<file path="src/argm_pkg.sv">
// argm_pkg: shared constants and types for the streaming argmax block.
// No dependencies; imported by every module under src.
package argm_pkg;

  localparam int DEF_DATA_WIDTH = 16;
  localparam int DEF_MAX_INNER  = 1024;
  localparam int DEF_MAX_AXIS   = 4096;

  // configuration port
  localparam int CFG_W         = 17;
  localparam int CFG_IDX_W     = 2;
  localparam int AXIS_FIELD_W  = 13;
  localparam int INNER_FIELD_W = 11;
  localparam int OUTER_FIELD_W = 17;
  localparam int OUTER_LIMIT   = 65536;
  localparam int OUTER_POS_W   = 16;

  // result queue depth
  localparam int FIFO_DEPTH = 3;

  typedef enum logic [CFG_IDX_W-1:0] {
    REG_AXIS_LENGTH = 2'd0,
    REG_INNER_SIZE  = 2'd1,
    REG_OUTER_SIZE  = 2'd2
  } cfg_reg_t;

  // per-beat control travelling with an element into the column store
  typedef struct packed {
    logic first;  // axis position zero: overwrite column entry
    logic emit;   // last axis position: produce a result
    logic last;   // final result of the tensor
  } item_ctl_t;

endpackage

</file>
<file path="src/argm_out_fifo.sv">
// argm_out_fifo: small result queue between the column store and the output.
// Depends on argm_pkg (FIFO_DEPTH).
module argm_out_fifo import argm_pkg::*; #(
  parameter int W = 13
) (
  input  logic                              clk,
  input  logic                              rst_n,
  input  logic                              push,
  input  logic [W-1:0]                      push_data,
  input  logic                              pop,
  output logic                              out_valid,
  output logic [W-1:0]                      out_data,
  output logic [$clog2(FIFO_DEPTH+1)-1:0]   count
);

  localparam int PTR_W = $clog2(FIFO_DEPTH);
  localparam int CNT_W = $clog2(FIFO_DEPTH + 1);

  logic [W-1:0]     ent_r [FIFO_DEPTH];
  logic [PTR_W-1:0] wr_ptr_r, wr_ptr_nxt;
  logic [PTR_W-1:0] rd_ptr_r, rd_ptr_nxt;
  logic [CNT_W-1:0] cnt_r, cnt_nxt;

  always_comb begin
    wr_ptr_nxt = wr_ptr_r;
    rd_ptr_nxt = rd_ptr_r;
    cnt_nxt    = cnt_r;
    if (push) begin
      wr_ptr_nxt = (32'(wr_ptr_r) == FIFO_DEPTH - 1) ? '0 : wr_ptr_r + 1'b1;
    end
    if (pop) begin
      rd_ptr_nxt = (32'(rd_ptr_r) == FIFO_DEPTH - 1) ? '0 : rd_ptr_r + 1'b1;
    end
    if (push && !pop) begin
      cnt_nxt = cnt_r + 1'b1;
    end else if (pop && !push) begin
      cnt_nxt = cnt_r - 1'b1;
    end
  end

  always_ff @(posedge clk) begin
    if (!rst_n) begin
      wr_ptr_r <= '0;
      rd_ptr_r <= '0;
      cnt_r    <= '0;
    end else begin
      wr_ptr_r <= wr_ptr_nxt;
      rd_ptr_r <= rd_ptr_nxt;
      cnt_r    <= cnt_nxt;
    end
  end

  always_ff @(posedge clk) begin
    if (push) begin
      ent_r[wr_ptr_r] <= push_data;
    end
  end

  assign out_valid = (cnt_r != '0);
  assign out_data  = ent_r[rd_ptr_r];
  assign count     = cnt_r;

endmodule

</file>
<file path="config.mk">
export PLATFORM = sky130hd
export DESIGN_NAME = argm_out_fifo
export DESIGN_NICKNAME = d
export VERILOG_FILES = /design/src/argm_pkg.sv /design/src/argm_out_fifo.sv
export SDC_FILE = /design/constraint.sdc
export NUM_CORES = 1
export LEC_CHECK = 0
export BUFFER_PORTS_ARGS = -buffer_cell sky130_fd_sc_hd__buf_2
export CORE_UTILIZATION = 45
export CTS_CLUSTER_SIZE = 25
export DETAILED_ROUTE_END_ITERATION = 12
export MAX_ROUTING_LAYER = met4
export PLACE_DENSITY_LB_ADDON = 0.2
export SYNTH_ARGS = -nofsm -noshare
export SYNTH_HDL_FRONTEND = slang
export SYNTH_SLANG_ARGS = --single-unit
</file>
<file path="constraint.sdc">
create_clock -name clk -period 1.6 [get_ports clk]
set_clock_uncertainty 0.15 [all_clocks]
set_input_delay 0.32 -clock clk [delete_from_list [all_inputs] [get_ports clk]]
set_output_delay 0.32 -clock clk [all_outputs]
set_load 0.03 [all_outputs]
</file>
==> results of run 1 <==
## per-layer routing
layer | share of wire, % | vias up | routed length [um]
met1 | 40 | 485 | 1170
li1 | - | 506 | -
met5 | 0 | - | 0
met3 | 4.9 | 6 | 142
met2 | 54 | 30 | 1560
met4 | 1.2 | 0 | 36
## cell families (layout without fill, tap and decap cells)
logic type / count (synthesis) / in the layout / share of synthesized area, %
buffers and inverters: 5 / 48 / 1.71
AOI/OAI and AO/OA: 19 / 19 / 6.12
adders and majority gates: 1 / 1 / 0.711
muxes: 13 / 13 / 7.40
xor gates and xnor gates: 2 / 2 / 0.996
and+or+nand+nor: 27 / 27 / 7.40
DFF: 47 / 47 / 75.7
## registers in the layout, summed over array words and instances, names as in the netlist, named ones only
register,count
ent_r,39
count,2
rd_ptr_r,2
wr_ptr_r,2
## critical path: cells and delay by family, from the launching register on
| kind | cells | cell delay, ns |
|---|---|---|
| DFF | 1 | 0.40 |
| AOI/OAI and AO/OA | 1 | 0.07 |
| muxes | 1 | 0.23 |
| buffers and inverters | 2 | 0.28 |
## worst max-delay path by stage
| stage | slack (ns) | to | startpoint |
|---|---|---|---|
| 2_1_floorplan | 0.02 | out_data[8] | flip-flop |
| 3_3_place_gp | 0.12 | count[1]$_SDFFE_PN0P_ | pop |
| 3_5_place_dp | 0.04 | count[1]$_SDFFE_PN0P_ | pop |
| 4_1_cts | -0.15 | out_data[2] | flip-flop |
| 5_1_grt | -0.21 | out_data[9] | flip-flop |
| 6_report | -0.15 | out_data[4] | flip-flop |
## layout make-up
class	instances	area, um2	share of cell area (%)
repair buffers	39	353	15.3
inverters	1	3.75	0.162
clock inverters	2	12.5	0.541
well taps	48	60.1	2.60
multi-input cells	62	475	20.6
clock buffers	6	72.6	3.14
flip-flops and latches	47	1340	57.7
## Yosys cell counts
master	count	area share [%]
o21ai_0	2	0.57
edfxtp_1	39	67
nor3_1	1	0.28
buf_2	3	0.85
nand2_1	16	3.4
or2_1	1	0.36
mux2i_1	13	7.4
o21a_1	3	1.3
nor3b_2	1	0.71
xor2_1	1	0.50
nor2_1	2	0.43
inv_1	1	0.21
and2_1	1	0.36
nand3b_1	1	0.43
ha_1	1	0.71
buf_6	1	0.64
xnor2_1	1	0.50
nor2b_1	3	1.1
or3_1	1	0.36
a21boi_1	2	0.85
dfxtp_1	8	9.1
o21ai_1	12	3.4
## cells in the final DEF, fill, tap and decap left out, types with 2 or more instances in the layout
cell type	count
a21boi_1	2
buf_12	4
buf_2	19
buf_4	5
buf_6	10
clkbuf_8	5
dfxtp_1	7
edfxtp_1	39
mux2i_1	7
mux2i_2	4
mux2i_4	2
nand2_1	16
nor2_1	2
nor2b_1	3
o21a_1	3
o21ai_1	3
o21ai_2	10
## power by group
group	switching (W)	total (W)	internal [W]
clock	0.000362	0.000667	0.000305
sequential	0.0000338	0.00142	0.00139
combinational	0.000243	0.000446	0.000203
total	0.000638	0.00253	0.00190
## through the flow
step	total power, W	utilization, %	setup WS [ns]	cells	hold WS (ns)
2_1_floorplan	0.00168	-	0.0201	114	0.269
3_3_place_gp	0.00180	56.1	0.117	196	0.324
3_5_place_dp	0.00182	56.1	0.0446	196	0.341
4_1_cts	0.00255	61.5	-0.153	205	0.0637
5_1_grt	0.00264	62.2	-0.210	205	0.0615
6_report	0.00253	62.2	-0.154	205	0.0729
## timing repair
action,4_1_cts,5_1_grt
gates resized for setup,30,4
hold buffers,0,0
pin swaps,3,2
gates cloned,1,0
endpoints found under the setup margin,13,13
==> impl_metrics.ini, run 1 <==
[cells_and_area]
fin_area_um2 = 2310
nets = 174
layout-drive-gt1-share_pct = 40.8
diodes = 0
areaGrowthSynthToFinish_pct = 31.4
fillers = 289

[detailed_routing]
routed_via_density = 5.01
vias = 1027
drt-pass1-iter-count = 4
drt_iter0_markers = 27
antenna_left = 0
post_drt_wl_per_cell_um = 14.2
drc = 0
wl_um = 2910

[sta]
finalHoldViolCount = 0
slew_headroom_pct = 85.6
grt_setup_unrepaired = true
tightest_slew_ns = 0.215
slew_viol_final = 0
max_freq_mhz = 570
setup_violations = 13
setup-tns-final_ns = -1.75
worst_slack_ns = -0.154
post-route-period-util_pct = 110
min_period_ns = 1.75

[global_routing]
overflow = 0
grt_max_degree = 27
use_met1_pct = 16.3
grt_busiest_layer = met2
grt_pass1_vias = 1006
grtUsageTotal_pct = 16.5
grtUsageMet2_pct = 29.9
grt_pass1_wl_um = 4670
antenna_found_initial = 0
grtUsageMet3_pct = 5.46

[critical_path]
path_cells = buf_12, mux2i_2, o21ai_2, buf_6
r2r-end = ent_r[2][12]$_DFFE_PP_
slowest_delay_ns = 0.40
criticalPathCategory = reg -> out
reg2reg_depth = 3
critPathSlowestCell = dfxtp_4
cp-end-kind = output pin
ff2ff_setup_slack_ns = 0.37
r2r-start = wr_ptr_r[1]$_SDFFE_PN0P_
cp_max_fo = 7
cp-start-kind = flip-flop
cp.required_ns = 1.13
crit_arrival_ns = 1.28

[synth]
ys_ff_latch = 47
syn_area_per_cell_um2 = 15.4
synth_cells = 114
syn-num-nets = 132
ys_seq_area_share_pct = 75.7
ys.warnings.count = 0
synth_cell_types = 22
synth_area_um2 = 1760

[clocking]
tritoncts = yes
clockBufferDepth = 2
cts_max_level = 2
post_cts_buffers = 0
cts_buffers = 5
clock_latency_ns = 0.29
clk_pin_slew_worst_paths_ns = 0.08
root_buffer = clkbuf_8
cts.sinks = 47

[die]
io_pins = 33
die_w_um = 64.5
die-area_um2 = 4160
start_util_pct = 47.3
dieHeight_um = 64.5
rows = 22
coreArea_um2 = 3720

[min_path]
hold_class = in -> reg
holdPathEnd = ent_r[0][10]$_DFFE_PP_
holdCritStartpoint = push_data[10]
whs_path_depth = 1

[place]
globalplace.congestion = 0.677
dp_hpwl_um = 1860
place_area_um2 = 2090
portBuffers = 32

[power_and_ir_drop]
ir_drop_v = 0.000657
p_leak_nw = 0.834
power_density_nw_per_um2 = 1100

[run_status]
violations = setup timing
status = finished, violations left

[run]
max_cap_violations = 0
(Power assumes the default switching activity.)
==> inputs of run 2 (changes only) <==
Settings changed: CORE_MARGIN set to 10.
==> impl_metrics.ini, run 2 (same netlist as run 1, synthesis figures left out) <==
[run_status]
status = finished, violations left
violations = setup timing

[critical_path]
cp.required_ns = 1.13
critPathSlowestCell = dfxtp_4
criticalPathCategory = reg -> out
path_buf_inv = 2
path_cells = buf_12, mux2i_2, o21ai_2, buf_6
cp_top_family = flip-flops
cp-end-kind = output pin
slowest_delay_ns = 0.39
cp_max_fo = 7
crit_arrival_ns = 1.30
cp-start-kind = flip-flop

[place]
dp_hpwl_um = 2200
portBuffers = 32
globalplace.congestion = 0.641

[global_routing]
grtUsageTotal_pct = 10.5
grt_pass1_wl_um = 5060
use_met1_pct = 9.58
overflow = 0
grt_max_degree = 27
grt_pass1_vias = 1089
antenna_found_initial = 0
grt_busiest_layer = met2
grtUsageMet3_pct = 4.10
grtUsageMet2_pct = 18.9

[sta]
slew_viol_final = 0
worst_slack_ns = -0.169
min_period_ns = 1.77
post-route-period-util_pct = 111
setup-tns-final_ns = -1.74
finalHoldViolCount = 0
tightest_slew_ns = 0.238
max_freq_mhz = 565
grt_setup_unrepaired = true
setup_violations = 13
slew_headroom_pct = 84.1

[clocking]
tritoncts = yes
clk_pin_slew_worst_paths_ns = 0.08
cts_max_level = 2
clockBufferDepth = 2
ctsHoldBuffers = 0
root_buffer = clkbuf_8
cts.sinks = 47
clock_latency_ns = 0.29
cts_buffers = 5

[die]
rows = 22
io_pins = 33
start_util_pct = 47.3
die-area_um2 = 6810
dieHeight_um = 82.5
coreArea_um2 = 3720
die_w_um = 82.5

[cells_and_area]
fin_util_pct = 62.5
layout_commonest_cell = edfxtp_1
layout_common_cells = edfxtp_1, buf_2, nand2_1
diodes = 0
regMostFlops = ent_r
layout-drive-gt1-share_pct = 43.3
largest_reg_flops = 39
nets = 174
areaGrowthSynthToFinish_pct = 32.1

[min_path]
hold_class = in -> reg

[power_and_ir_drop]
power_density_nw_per_um2 = 1100
p_leak_nw = 0.832
ir_drop_v = 0.000767

[detailed_routing]
routed_via_density = 5.05
drc = 0
post_drt_wl_per_cell_um = 15.6
drt-pass1-iter-count = 4
antenna_left = 0
vias = 1035
wl_um = 3210
drt_iter0_markers = 35

[run]
max_cap_violations = 0
[run 2: cell count changes in the layout (fill, tap and decap cells not counted), sizes merged]
cell	delta
clkbuf	-1
clkinvlp	+1
[run 2: final cells by class]
type	instances	area [um2]
Clock buffer	5	68.8
Clock inverter	3	20.0
Fill cell	291	1390
Inverter	1	3.75
Multi-Input combinational cell	62	495
Sequential cell	47	1340
Tap cell	48	60.1
Timing Repair Buffer	39	340
[run 2: path summary, 6_finish.rpt]
path,start,endpoint,slack [ns],cells after the start
setup / recovery,flip-flop,out_data[3],-0.17,4
hold / removal,push_data[8],ent_r[1][8]$_DFFE_PP_,0.07,1
hold reg to reg,rd_ptr_r[1]$_SDFFE_PN0P_,rd_ptr_r[1]$_SDFFE_PN0P_,0.36,2
setup reg to reg,wr_ptr_r[1]$_SDFFE_PN0P_,ent_r[2][1]$_DFFE_PP_,0.30,3
[run 2: per-stage QoR]
stage | total power [W] | hold slack (ns) | cells | setup slack, ns | area [um2]
5_1_grt | 0.00266 | 0.0589 | 205 | -0.215 | 2320
2_1_floorplan | 0.00168 | 0.269 | 114 | 0.0201 | 1800
4_1_cts | 0.00256 | 0.0653 | 205 | -0.164 | 2270
3_3_place_gp | 0.00181 | 0.325 | 196 | 0.117 | 2070
6_report | 0.00256 | 0.0719 | 205 | -0.169 | 2320
3_5_place_dp | 0.00182 | 0.349 | 196 | 0.00777 | 2070
[run 2: metal layers]
metal	share of wire, %	up-vias
li1	-	508
met1	35	497
met2	57	23
met3	6.1	7
met4	1.7	0
met5	0	-
[run 2: repair_timing]
item / 4_1_cts / 5_1_grt
buffers inserted: 0 / 0
setup endpoints to repair: 13 / 13
pin swaps: 7 / 4
gates resized for setup: 29 / 9
cloned: 1 / 0
[run 2: where the power goes]
part / switching, W / total (W) / internal (W)
registers: 0.0000340 / 0.00142 / 0.00139
logic: 0.000250 / 0.000458 / 0.000208
clock network: 0.000371 / 0.000675 / 0.000303
total: 0.000655 / 0.00256 / 0.00190
==> inputs of run 3 (changes only) <==
--- a/config.mk
+++ b/config.mk
@@ -11,4 +11,5 @@
 export CTS_CLUSTER_SIZE = 25
 export DETAILED_ROUTE_END_ITERATION = 12
+export GPL_TIMING_DRIVEN = 1
 export MAX_ROUTING_LAYER = met4
 export PLACE_DENSITY_LB_ADDON = 0.2
--- a/constraint.sdc
+++ b/constraint.sdc
@@ -3,3 +3,3 @@
 set_input_delay 0.32 -clock clk [delete_from_list [all_inputs] [get_ports clk]]
 set_output_delay 0.32 -clock clk [all_outputs]
-set_load 0.03 [all_outputs]
+set_load 0.02 [all_outputs]
==> impl_metrics.ini, run 3 (same netlist as run 1, synthesis figures left out) <==
[clocking]
clk_pin_slew_worst_paths_ns = 0.08
root_buffer = clkbuf_8
tritoncts = yes
cts.sinks = 47
post_cts_buffers = 0
ctsHoldBuffers = 0
cts_max_level = 2
cts_buffers = 5
clockBufferDepth = 2
clock_latency_ns = 0.29

[global_routing]
overflow = 0
antenna_found_initial = 0
grt_pass1_wl_um = 4810
grtUsageTotal_pct = 9.83
grtUsageMet2_pct = 17.0
grt_max_degree = 27
grt_pass1_vias = 1044
grtUsageMet3_pct = 3.78
use_met1_pct = 9.78
grt_busiest_layer = met2

[sta]
min_period_ns = 1.73
max_freq_mhz = 578
worst_slack_ns = -0.130
finalHoldViolCount = 0
post-route-period-util_pct = 108
slew_viol_final = 0
grt_setup_unrepaired = true
slew_headroom_pct = 85.4
tightest_slew_ns = 0.217
setup_violations = 13

[power_and_ir_drop]
combPwrFrac_pct = 13.7
total_power_w = 0.00242
power_density_nw_per_um2 = 1120
switchingPower_w = 0.000587
internal_power_w = 0.00184
seq_power_share_pct = 58.4
swShare_pct = 24.2
p_leak_nw = 0.795
ir_drop_v = 0.000502
clkPwrFrac_pct = 27.9

[place]
place_area_um2 = 2040
dp_hpwl_um = 2140
globalplace.congestion = 0.692
portBuffers = 32
placed_cells = 197

[critical_path]
r2r-end = ent_r[1][12]$_DFFE_PP_
worstSetupEndpoint = out_data[10]
criticalPathCategory = reg -> out
cp.required_ns = 1.13
r2r-start = wr_ptr_r[0]$_SDFFE_PN0P_
reg2reg_depth = 3
ff2ff_setup_slack_ns = 0.37
cp_max_fo = 7
crit_arrival_ns = 1.26
cp-start-kind = flip-flop
cp-end-kind = output pin

[cells_and_area]
areaGrowthSynthToFinish_pct = 23.3
layout_commonest_cell = edfxtp_1
layout-drive-gt1-share_pct = 31.6
fin_cells = 206
nets = 175
regMostFlops = ent_r
diodes = 0
fillers = 313
largest_reg_flops = 39
fin_area_um2 = 2170
layout_common_cells = edfxtp_1, buf_2, nand2_1

[detailed_routing]
antenna_left = 0
post_drt_wl_per_cell_um = 14.8
drc = 0
drt_iter0_markers = 50
drt-pass1-iter-count = 4
wl_um = 3050
routed_via_density = 4.90
vias = 1010

[die]
dieHeight_um = 82.5
die-area_um2 = 6810
die_w_um = 82.5
start_util_pct = 47.3
io_pins = 33
rows = 22
coreArea_um2 = 3720

[run_status]
violations = setup timing
status = finished, violations left

[run]
max_cap_violations = 0

[min_path]
hold_class = in -> reg
holdCritStartpoint = push_data[2]
-- run 3: cell types whose count changed in the layout (fill, tap and decap cells not counted), sizes merged --
cell  previous run  this run
buf             39        40
-- run 3: per-stage QoR --
| stage | TNS (ns) | worst slack (ns) | hold WS, ns | utilization [%] |
|---|---|---|---|---|
| after floorplan | 0 | 0.0502 | 0.269 | - |
| after global placement | 0 | 0.116 | 0.325 | 55.0 |
| after detailed placement | 0 | 0.0506 | 0.338 | 55.0 |
| after CTS | -1.61 | -0.150 | 0.0569 | 58.2 |
| after global routing | -2.31 | -0.203 | 0.0525 | 58.4 |
| final | -1.32 | -0.130 | 0.0700 | 58.4 |
-- run 3: what timing repair did --
action,in CTS,in global routing
pin swaps,0,2
setup endpoints to repair,13,13
gates cloned,1,0
resized for setup,4,2
-- run 3: worst min-delay path by stage --
stage / end / slack (ns) / cells after the start
floorplan: ent_r[0][0]$_DFFE_PP_ / 0.27 / 0
global placement: count[1]$_SDFFE_PN0P_ / 0.32 / 2
detailed placement: flip-flop / 0.34 / 2
CTS: ent_r[2][2]$_DFFE_PP_ / 0.06 / 1
global route: ent_r[0][2]$_DFFE_PP_ / 0.05 / 1
finish: ent_r[0][2]$_DFFE_PP_ / 0.07 / 1
-- run 3: area by class of cell --
class                   count  area [um2]  area share [%]
flip-flops and latches     47        1340            61.6
multi-input cells          62         398            18.3
clock buffers               5        68.8            3.17
repair buffers             40         283            13.0
clock inverters             3        20.0           0.923
well taps                  48        60.1            2.77
inverters                   1        3.75           0.173
-- run 3: worst max-delay path, cell delays in order, from the launching register on --
cell and delay (ns):
dfxtp_4 0.39, buf_12 0.14, mux2i_1 0.18, o21ai_1 0.10, buf_4 0.16
-- run 3: layer usage --
layer	share of wire [%]	vias to the layer above
met1	38	478
met5	0	-
met3	7.6	5
met4	1.2	0
met2	53	27
li1	-	500
-- run 3: power groups by stage --
stage / sequential (W) / clock [W] / combinational [W]
after global placement: 0.00144 / 0 / 0.000318
after detailed placement: 0.00144 / 0 / 0.000325
final: 0.00141 / 0.000676 / 0.000333
after global routing: 0.00142 / 0.000752 / 0.000363
after CTS: 0.00142 / 0.000700 / 0.000338
after floorplan: 0.00145 / 0 / 0.000182
